==> src/rtl/core/swc_pkg.sv <==
// Sync word correlator package: payload structs, register indexes and
// reset constants shared by the correlator modules. No dependencies.
package swc_pkg;

    localparam int SYNC_LEN = 19;
    localparam int PAT_W    = 2 * SYNC_LEN;
    localparam int HITS_W   = 5;
    localparam int POS_W    = 12;

    localparam logic [POS_W-1:0]  POS_MAX       = 12'd4095;
    localparam logic [HITS_W-1:0] HITS_RESET    = 5'd16;
    localparam logic [PAT_W-1:0]  PATTERN_RESET = 38'd207890313319;

    localparam int CFG_IDX_W = 1;
    localparam logic [CFG_IDX_W-1:0] REG_MIN_HITS     = 1'd0;
    localparam logic [CFG_IDX_W-1:0] REG_SYNC_PATTERN = 1'd1;

    typedef struct packed {
        logic [1:0] dibit;
        logic       last;
    } swc_in_t;

    typedef struct packed {
        logic              found;
        logic [POS_W-1:0]  position;
        logic [HITS_W-1:0] matched_count;
        logic              too_long;
    } swc_out_t;

endpackage

==> src/rtl/core/swc_match.sv <==
// Nineteen-way dibit compare and popcount of a window against the pattern.
// Depends on swc_pkg.
module swc_match (
    input  logic [swc_pkg::PAT_W-1:0]  window,
    input  logic [swc_pkg::PAT_W-1:0]  pattern,
    output logic [swc_pkg::HITS_W-1:0] hits
);
    import swc_pkg::*;

    logic [PAT_W-1:0]    diff;
    logic [SYNC_LEN-1:0] eq;

    assign diff = window ^ pattern;

    always_comb
    begin
        for (int k = 0; k < SYNC_LEN; k++)
        begin
            eq[k] = (diff[2*k +: 2] == 2'b00);
        end
    end

    always_comb
    begin
        hits = '0;
        for (int k = 0; k < SYNC_LEN; k++)
        begin
            hits = hits + HITS_W'(eq[k]);
        end
    end

endmodule

==> src/rtl/core/swc_track.sv <==
// Per-sequence state: shift window, dibit count, best window tracking and
// result formation on the last beat. Depends on swc_pkg and swc_match.
module swc_track #(
    parameter int MAX_DIBITS = 4096
) (
    input  logic                       clk,
    input  logic                       rst_n,
    input  logic                       step,
    input  swc_pkg::swc_in_t           item,
    input  logic [swc_pkg::HITS_W-1:0] min_hits,
    input  logic [swc_pkg::PAT_W-1:0]  pattern,
    output swc_pkg::swc_out_t          result
);
    import swc_pkg::*;

    localparam int CW = $clog2(MAX_DIBITS + 1);
    localparam int SW = (CW > POS_W) ? CW : POS_W;

    logic [PAT_W-1:0]  window_reg, window_next, window_shift;
    logic [CW-1:0]     count_reg, count_next;
    logic [HITS_W-1:0] best_count_reg, best_count_next;
    logic [POS_W-1:0]  best_start_reg, best_start_next;
    logic              overflowed_reg, overflowed_next;
    logic [HITS_W-1:0] hits;
    logic [CW-1:0]     count_inc;
    logic [SW-1:0]     start_ext;
    logic              full;

    assign window_shift = {window_reg[PAT_W-3:0], item.dibit};
    assign count_inc    = count_reg + CW'(1);
    assign full         = (count_reg >= CW'(MAX_DIBITS));
    assign start_ext    = SW'(count_inc) - SW'(SYNC_LEN);

    swc_match u_match (
        .window  (window_shift),
        .pattern (pattern),
        .hits    (hits)
    );

    always_comb
    begin
        window_next     = window_reg;
        count_next      = count_reg;
        best_count_next = best_count_reg;
        best_start_next = best_start_reg;
        overflowed_next = overflowed_reg;
        if (full)
        begin
            overflowed_next = 1'b1;
        end
        else
        begin
            window_next = window_shift;
            count_next  = count_inc;
            if (count_inc >= CW'(SYNC_LEN) && hits > best_count_reg)
            begin
                best_count_next = hits;
                best_start_next = (start_ext > SW'(POS_MAX)) ? POS_MAX
                                                             : start_ext[POS_W-1:0];
            end
        end
    end

    always_comb
    begin
        result.found         = (best_count_next != '0) && (best_count_next >= min_hits);
        result.position      = result.found ? best_start_next : '0;
        result.matched_count = best_count_next;
        result.too_long      = overflowed_next;
    end

    always_ff @(posedge clk or negedge rst_n)
    begin
        if (!rst_n)
        begin
            window_reg     <= '0;
            count_reg      <= '0;
            best_count_reg <= '0;
            best_start_reg <= '0;
            overflowed_reg <= 1'b0;
        end
        else if (step)
        begin
            if (item.last)
            begin
                // sequence closes: start fresh for the next one
                window_reg     <= '0;
                count_reg      <= '0;
                best_count_reg <= '0;
                best_start_reg <= '0;
                overflowed_reg <= 1'b0;
            end
            else
            begin
                window_reg     <= window_next;
                count_reg      <= count_next;
                best_count_reg <= best_count_next;
                best_start_reg <= best_start_next;
                overflowed_reg <= overflowed_next;
            end
        end
    end

endmodule

==> src/rtl/core/sync_word_correlator.sv <==
// Sliding sync word correlator top level: input register, tracker, result
// register and configuration registers. Depends on swc_pkg and swc_track.
// A last beat passes through the input register and then the result register.
// Throughput: one dibit per cycle through the combinational compare and popcount;
// a last beat waits while the result register is full and stalled, stalling input.
// Reset: sequence state and valids clear; min_hits=16, sync_pattern to default.
module sync_word_correlator #(
    parameter int MAX_DIBITS = 4096
) (
    input  logic                          clk,
    input  logic                          rst_n,
    input  logic                          in_valid,
    output logic                          in_stall,
    input  swc_pkg::swc_in_t              in_data,
    output logic                          out_valid,
    input  logic                          out_stall,
    output swc_pkg::swc_out_t             out_data,
    input  logic                          cfg_valid,
    output logic                          cfg_ready,
    input  logic [swc_pkg::CFG_IDX_W-1:0] cfg_index,
    input  logic [swc_pkg::PAT_W-1:0]     cfg_data
);
    import swc_pkg::*;

    logic              s1_valid_reg, s1_valid_next;
    swc_in_t           s1_item_reg;
    logic              out_valid_reg, out_valid_next;
    swc_out_t          out_data_reg;
    logic [HITS_W-1:0] min_hits_reg;
    logic [PAT_W-1:0]  pattern_reg;
    swc_out_t          result;
    logic              s1_go;
    logic              in_fire;

    // a last beat needs the result register free (or emptying this cycle)
    assign s1_go   = s1_valid_reg && (!s1_item_reg.last || !out_valid_reg || !out_stall);
    assign in_stall = s1_valid_reg && !s1_go;
    assign in_fire  = in_valid && !in_stall;
    assign cfg_ready = 1'b1;

    assign s1_valid_next  = in_fire ? 1'b1 : (s1_go ? 1'b0 : s1_valid_reg);
    assign out_valid_next = (s1_go && s1_item_reg.last) ? 1'b1
                          : ((out_valid_reg && !out_stall) ? 1'b0 : out_valid_reg);

    swc_track #(
        .MAX_DIBITS (MAX_DIBITS)
    ) u_track (
        .clk      (clk),
        .rst_n    (rst_n),
        .step     (s1_go),
        .item     (s1_item_reg),
        .min_hits (min_hits_reg),
        .pattern  (pattern_reg),
        .result   (result)
    );

    always_ff @(posedge clk or negedge rst_n)
    begin
        if (!rst_n)
        begin
            s1_valid_reg  <= 1'b0;
            out_valid_reg <= 1'b0;
            min_hits_reg  <= HITS_RESET;
            pattern_reg   <= PATTERN_RESET;
        end
        else
        begin
            s1_valid_reg  <= s1_valid_next;
            out_valid_reg <= out_valid_next;
            if (cfg_valid && cfg_ready)
            begin
                case (cfg_index)
                    REG_MIN_HITS:     min_hits_reg <= cfg_data[HITS_W-1:0];
                    REG_SYNC_PATTERN: pattern_reg  <= cfg_data;
                    default:          ;
                endcase
            end
        end
    end

    always_ff @(posedge clk)
    begin
        if (in_fire)
        begin
            s1_item_reg <= in_data;
        end
        if (s1_go && s1_item_reg.last)
        begin
            out_data_reg <= result;
        end
    end

    assign out_valid = out_valid_reg;
    assign out_data  = out_data_reg;

    a_last_waits: assert property (@(posedge clk) disable iff (!rst_n)
        (s1_valid_reg && s1_item_reg.last && out_valid_reg && out_stall) |-> in_stall)
        else $error("last beat advanced into a full result register");

    a_found_meets_threshold: assert property (@(posedge clk) disable iff (!rst_n)
        (out_valid && out_data.found) |->
        (out_data.matched_count != '0 && out_data.matched_count >= min_hits_reg))
        else $error("found set below threshold");

    a_position_zero: assert property (@(posedge clk) disable iff (!rst_n)
        (out_valid && !out_data.found) |-> (out_data.position == '0))
        else $error("position nonzero without a find");

    a_count_range: assert property (@(posedge clk) disable iff (!rst_n)
        out_valid |-> (out_data.matched_count <= HITS_W'(SYNC_LEN)))
        else $error("matched count out of range");

endmodule
==> config.mk <==
export PLATFORM = sky130hd
export DESIGN_NAME = sync_word_correlator
export DESIGN_NICKNAME = d
export VERILOG_FILES = /design/src/rtl/core/swc_pkg.sv /design/src/rtl/core/swc_match.sv /design/src/rtl/core/swc_track.sv /design/src/rtl/core/sync_word_correlator.sv
export SDC_FILE = /design/constraint.sdc
export NUM_CORES = 1
export LEC_CHECK = 0
export BUFFER_PORTS_ARGS = -buffer_cell sky130_fd_sc_hd__buf_4
export CELL_PAD_IN_SITES_DETAIL_PLACEMENT = 0
export CELL_PAD_IN_SITES_GLOBAL_PLACEMENT = 2
export CORE_AREA = 2 2 134 136
export DETAILED_ROUTE_END_ITERATION = 10
export DIE_AREA = 0 0 136 138
export GPL_TIMING_DRIVEN = 0
export HOLD_SLACK_MARGIN = 0.12
export PLACE_DENSITY = 0.95
export SLEW_MARGIN = 40
export SYNTH_ARGS = -nofsm -noshare
export SYNTH_HDL_FRONTEND = slang
export SYNTH_SLANG_ARGS = --single-unit
==> constraint.sdc <==
create_clock -name clk -period 21.6 [get_ports clk]
set_input_delay 0 -clock clk [delete_from_list [all_inputs] [get_ports clk]]
set_output_delay 0 -clock clk [all_outputs]
set_load 0.05 [all_outputs]
# Yosys cells after proc, flatten, opt, wreduce, memory -nomap -nowiden
# Index checks and enable logic that the tools add are counted.
# W data, S select, Z words.
# word_totals
reg_bits,134
inputBits,47
output_inout_bits,22
word_cells,99
# op_classes
add_sub_neg,20
magnitude_cmp,5
eq_ne,1
muxes,17
bitwise,2
reduce_logical,39
# ops
cell,count
$mux W36,2
$add A5 B1 Y5,14
$mux W12,4
$logic_not A2 Y1,19
$xor A38 B38 Y38,1
$mux W13,2
$mux W5,3
$add A13 B1 Y13 const B,1
$ge A13 B13 Y1 const B,1
$ge A13 B5 Y1 const B,1
$gt A13 B12 Y1 const B,1
$sub A13 B5 Y13 const B,1
$logic_and A1 B1 Y1,7
$mux W1,6
$reduce_and A2 Y1,3
$add A4 B1 Y5,1
$ge A5 B5 Y1,1
$gt A5 B5 Y1,1
$logic_not A1 Y1,5
$reduce_bool A5 Y1,1
$add A3 B1 Y4,1
$reduce_bool A2 Y1,2
$add A2 B1 Y3,1
$add A1 B1 Y2,1
other kinds (3),4

# Longest topological paths before layout
# logic_depth
ltp_word,26
mapped_depth,28
depth_no_buf,28

# Modules after synthesis
# A second synthesis with hierarchy kept.
# hier_totals
cells_unflattened,654
area_unflattened_um2,7400.8
# by_module_without_submodules
module,instances,cells_per_inst,area_per_inst_um2,seq_area_each_um2
swc_track,1,425,4061.4,1676.6
sync_word_correlator,1,128,2479.9,1811.7
swc_match,1,101,859.6,0.0

# Worst setup path before layout
# Ideal clock, no wire load.
# synth_path
kind,register to register
startpoint,register pattern_reg[0]
endpoint,register out_data_reg (netlist bit out_data[8]) (data pin)
setup_ns,0.268
arrival_ns,6.632
required_time_ns,21.332
setup_slack_ns,14.700
path_stages_with_launch,27
path_buffers,0
period_less_slack_ns,6.900
cell_sequence,dfstp_2 -> xnor2_1 -> nand2_1 -> fa_1 -> fa_1 -> fa_1 -> fa_1 -> inv_1 -> fa_1 -> fa_1 -> inv_1 -> fa_1 -> inv_1 -> ha_1 -> nor2b_1 -> o21ai_0 -> a21oi_1 -> o21a_1 -> o21ai_2 -> mux2i_1 -> ha_1 -> nand2b_1 -> a21oi_1 -> a311o_1 -> nand3_1 -> o211a_4 -> nor3b_2
# synth_lines
element,line_no,rtl
from (decl),sync_word_correlator.sv:30,logic [PAT_W-1:0] pattern_reg;
from (signal assigned),sync_word_correlator.sv:74,REG_SYNC_PATTERN: pattern_reg <= cfg_data;
to (signal assigned),sync_word_correlator.sv:89,out_data_reg <= result;
to (decl),sync_word_correlator.sv:28,swc_out_t out_data_reg;

==> results.md <==
* Reg clk slew, reported paths at ~0.06 ns
* CP arrival at around 7.9 ns
* DIE AREA at between 15000 and 20000 µm²
* Tot GR Track Use at 19.2%
* Most frequent cells in the layout: dfrtp_1, buf_4, nand2_1
* Antenna viol nets, final at 0
* Hold slack at 0.179 ns
* Met2 routed WL at 8360 µm
* Die X at 136 µm
* Setup crit start kind: flop
* CP required at 21.76 ns
* N_diodes at 0
* Largest net degree at the start of global routing at between 100 and 150
* Cell at the root of the clock tree: clkbuf_16
* Cell taking the most area after synthesis: dfrtp_1
* Drt first pass iters at 4
* Cell variety after synth at just under 80
* Ys async rst share at between 80% and 90%
* DR WL/cell at between 15 and 20 µm
* Number of remaining DRC errors at 0
* Synth Instances at roughly 660
* F_max at ~130 MHz
* Via Count at 5514
* Yosys reg bits at 134
* Post-synthesis net count at ~740
* Final hold violations at 0
* Filler cells at 1563
* Share of the synthesized area in the top cell type at 31.4%
* Crit-path max FO at 8
* Max-cap violation count at 0
* Max Slew Vio Count at 0
* Synth top area cells: dfrtp_1, edfxtp_1, dfstp_2
* First-pass GRT wire length at between 20000 and 30000 µm
* RSZ-0062 raised after global routing: false
* Crit Path Category: flop to flop
* Post-CTS setup buffers at 0
* Worst Tran Pin Value at roughly 0.75 ns
* Core area at approximately 18000 µm²
* Status: completed
* DRT Wirelength at around 17000 µm
* Rel. slew slack at around half
* Num CTS Buffers at 17
* Hold Buf Count CTS at roughly 50
* Fin Clk Skew at 0.0106 ns
* Area Overhead vs Synth at 25.7%
* Max incr delay on CP at 0.55 ns
* GRT Residual Overflow at 0
* Setup TNS at 0 ns
* Vias in the first global route at 5685
* Synth warnings at 0
* Row count at 49
* Syn Std Cell Area at ~7300 µm²
* Final setup fails at 0
* I/O Buffers at 67
* Worst Setup End Kind: flop
* Layout Nets at ~900
* DR top layer: met4
* Final worst slack at 13.90 ns
* Syn Area/Cell at between 10 and 15 µm²
* Post-DP HPWL at approximately 12000 µm
* Cell Pwr Density at 113 nW/µm²
* Clock sinks at about 130
* Cell mode on critical path: fa_1
* CP delay by family, top: adder cells
* Resized cells post-CTS at 0
* Most common cell after layout, fill and taps aside: dfrtp_1
* DRT met1 WL at 7490 µm
* Slowest library cell on the worst path: fa_1
* Final core utilization at a little over half
* H-tree Lvls at 4
* Area of the multi-input gates at 3540 µm²
* Power, Total at between 1000 and 1500 µW
* Initial antenna violation count at 0
* Max reg flops at 38
* Register area share after synthesis at 47.5%
* Initial drt markers at roughly 340
* Clk Latency, worst-skew pair at about 0.42 ns
* Register Area at about 3500 µm²
* Die H at around 140 µm
* Clk buf depth at 2
* Peak supply drop at between 0.09 and 0.1 mV
* DR vias/cell at ~5.3
* Initial Utilization at a little over two fifths
* Min Tclk post-route at 7.70 ns
* Worst Path Buf+Inv at 3
* Gpl congestion at roughly 0.9
* I/O pins at around 70
* Share of post-route cells with drive strength above 1 at approximately 24%
* Commonest register cell after synthesis: dfrtp_1
* DP Worst Slack at between 10 and 15 ns
* Lkg Pwr at about 0.004 µW
* CTS tree: yes
* EDFF count, synth at 22
* Hold Path Class: input port to flop
* Fin crit share at a little over a third
* Detail Route met3 WL at between 600 and 700 µm
-- per-layer routing --
metal  global-route usage, %  vias to the layer above
li1                        -                     2614
met1                    25.2                     2740
met2                    31.1                      130
met3                    4.29                       30
met4                    6.74                        0
met5                       0                        -
-- cell families after synthesis --
kind of cell,Yosys count,share of synthesized area [%]
buf+inv,70,4.16
other cells,1,0.0511
compound gates,158,15.8
fa+ha+maj,34,7.13
xor+xnor,58,7.03
mux,47,7.28
simple gates,156,11.0
flops,134,47.5
-- cell type report --
cell class                 instances  share of cell area, %
inverter                          32                   1.30
clock buffer                      19                   4.69
sequential                       134                   37.8
timing repair buffer             118                   11.3
tap                              229                   3.11
clock inverter                    13                   1.40
multi-input combinational        454                   38.4
buffer                            38                   2.01
-- power by group --
part           total [µW]  internal, µW  switching [µW]
Clock                 279           169             111
Sequential            291           278            13.3
Combinational         468           193             276
Total                1040           640             399
-- cell usage after synthesis, types with 6 or more instances --
cell type   n
dfrtp_1    92
ha_1       21
nor2_1     38
a21oi_1    17
clkbuf_1   23
nand2_1    53
o21ai_0    41
nand2b_1    6
xor2_1     20
mux2_2     41
nor3_1      7
dfstp_2    20
fa_1       13
a22o_1     37
nand3_1    14
inv_1      31
buf_2       9
edfxtp_1   22
xnor2_1    37
-- worst paths after layout --
path | startpoint | to | slack (ns) | cells after the start
max in group asynchronous | rst_n | pattern_reg[5] | 20.31 | 4
min | cfg_index | min_hits_reg[0] | 0.18 | 4
max | pattern_reg[0] | out_data[8] | 13.90 | 26
min reg2reg | u_track.best_start_reg[11] | u_track.best_start_reg[11] | 0.49 | 2
min in group asynchronous | rst_n | u_track.best_start_reg[2] | 0.59 | 3
max reg2reg | pattern_reg[0] | out_data[8] | 13.90 | 26
-- worst reg2reg max path: stages (launching register included) --
cell,delay (ns)
dfstp_2,0.54
xnor2_1,0.12
nand2_1,0.13
fa_1,0.54
fa_1,0.52
fa_1,0.53
fa_1,0.55
inv_1,0.06
fa_1,0.50
fa_1,0.47
inv_1,0.09
fa_1,0.20
xor2_1,0.48
inv_1,0.10
ha_1,0.31
o21ai_0,0.09
a21oi_1,0.10
o21a_1,0.23
o21ai_2,0.18
mux2i_1,0.34
ha_1,0.28
nand2b_1,0.14
a21oi_1,0.22
a311o_1,0.19
nand3_1,0.12
o211a_4,0.29
nor3b_2,0.16
-- stage by stage --
step / std cells / cell area, µm²
global placement: 954 / 8130
floorplan: 658 / 7340
CTS: 1035 / 9190
detailed placement: 954 / 8130
finish: 1037 / 9220
global route: 1037 / 9220
Note: power is estimated with default switching activity, not from simulation.
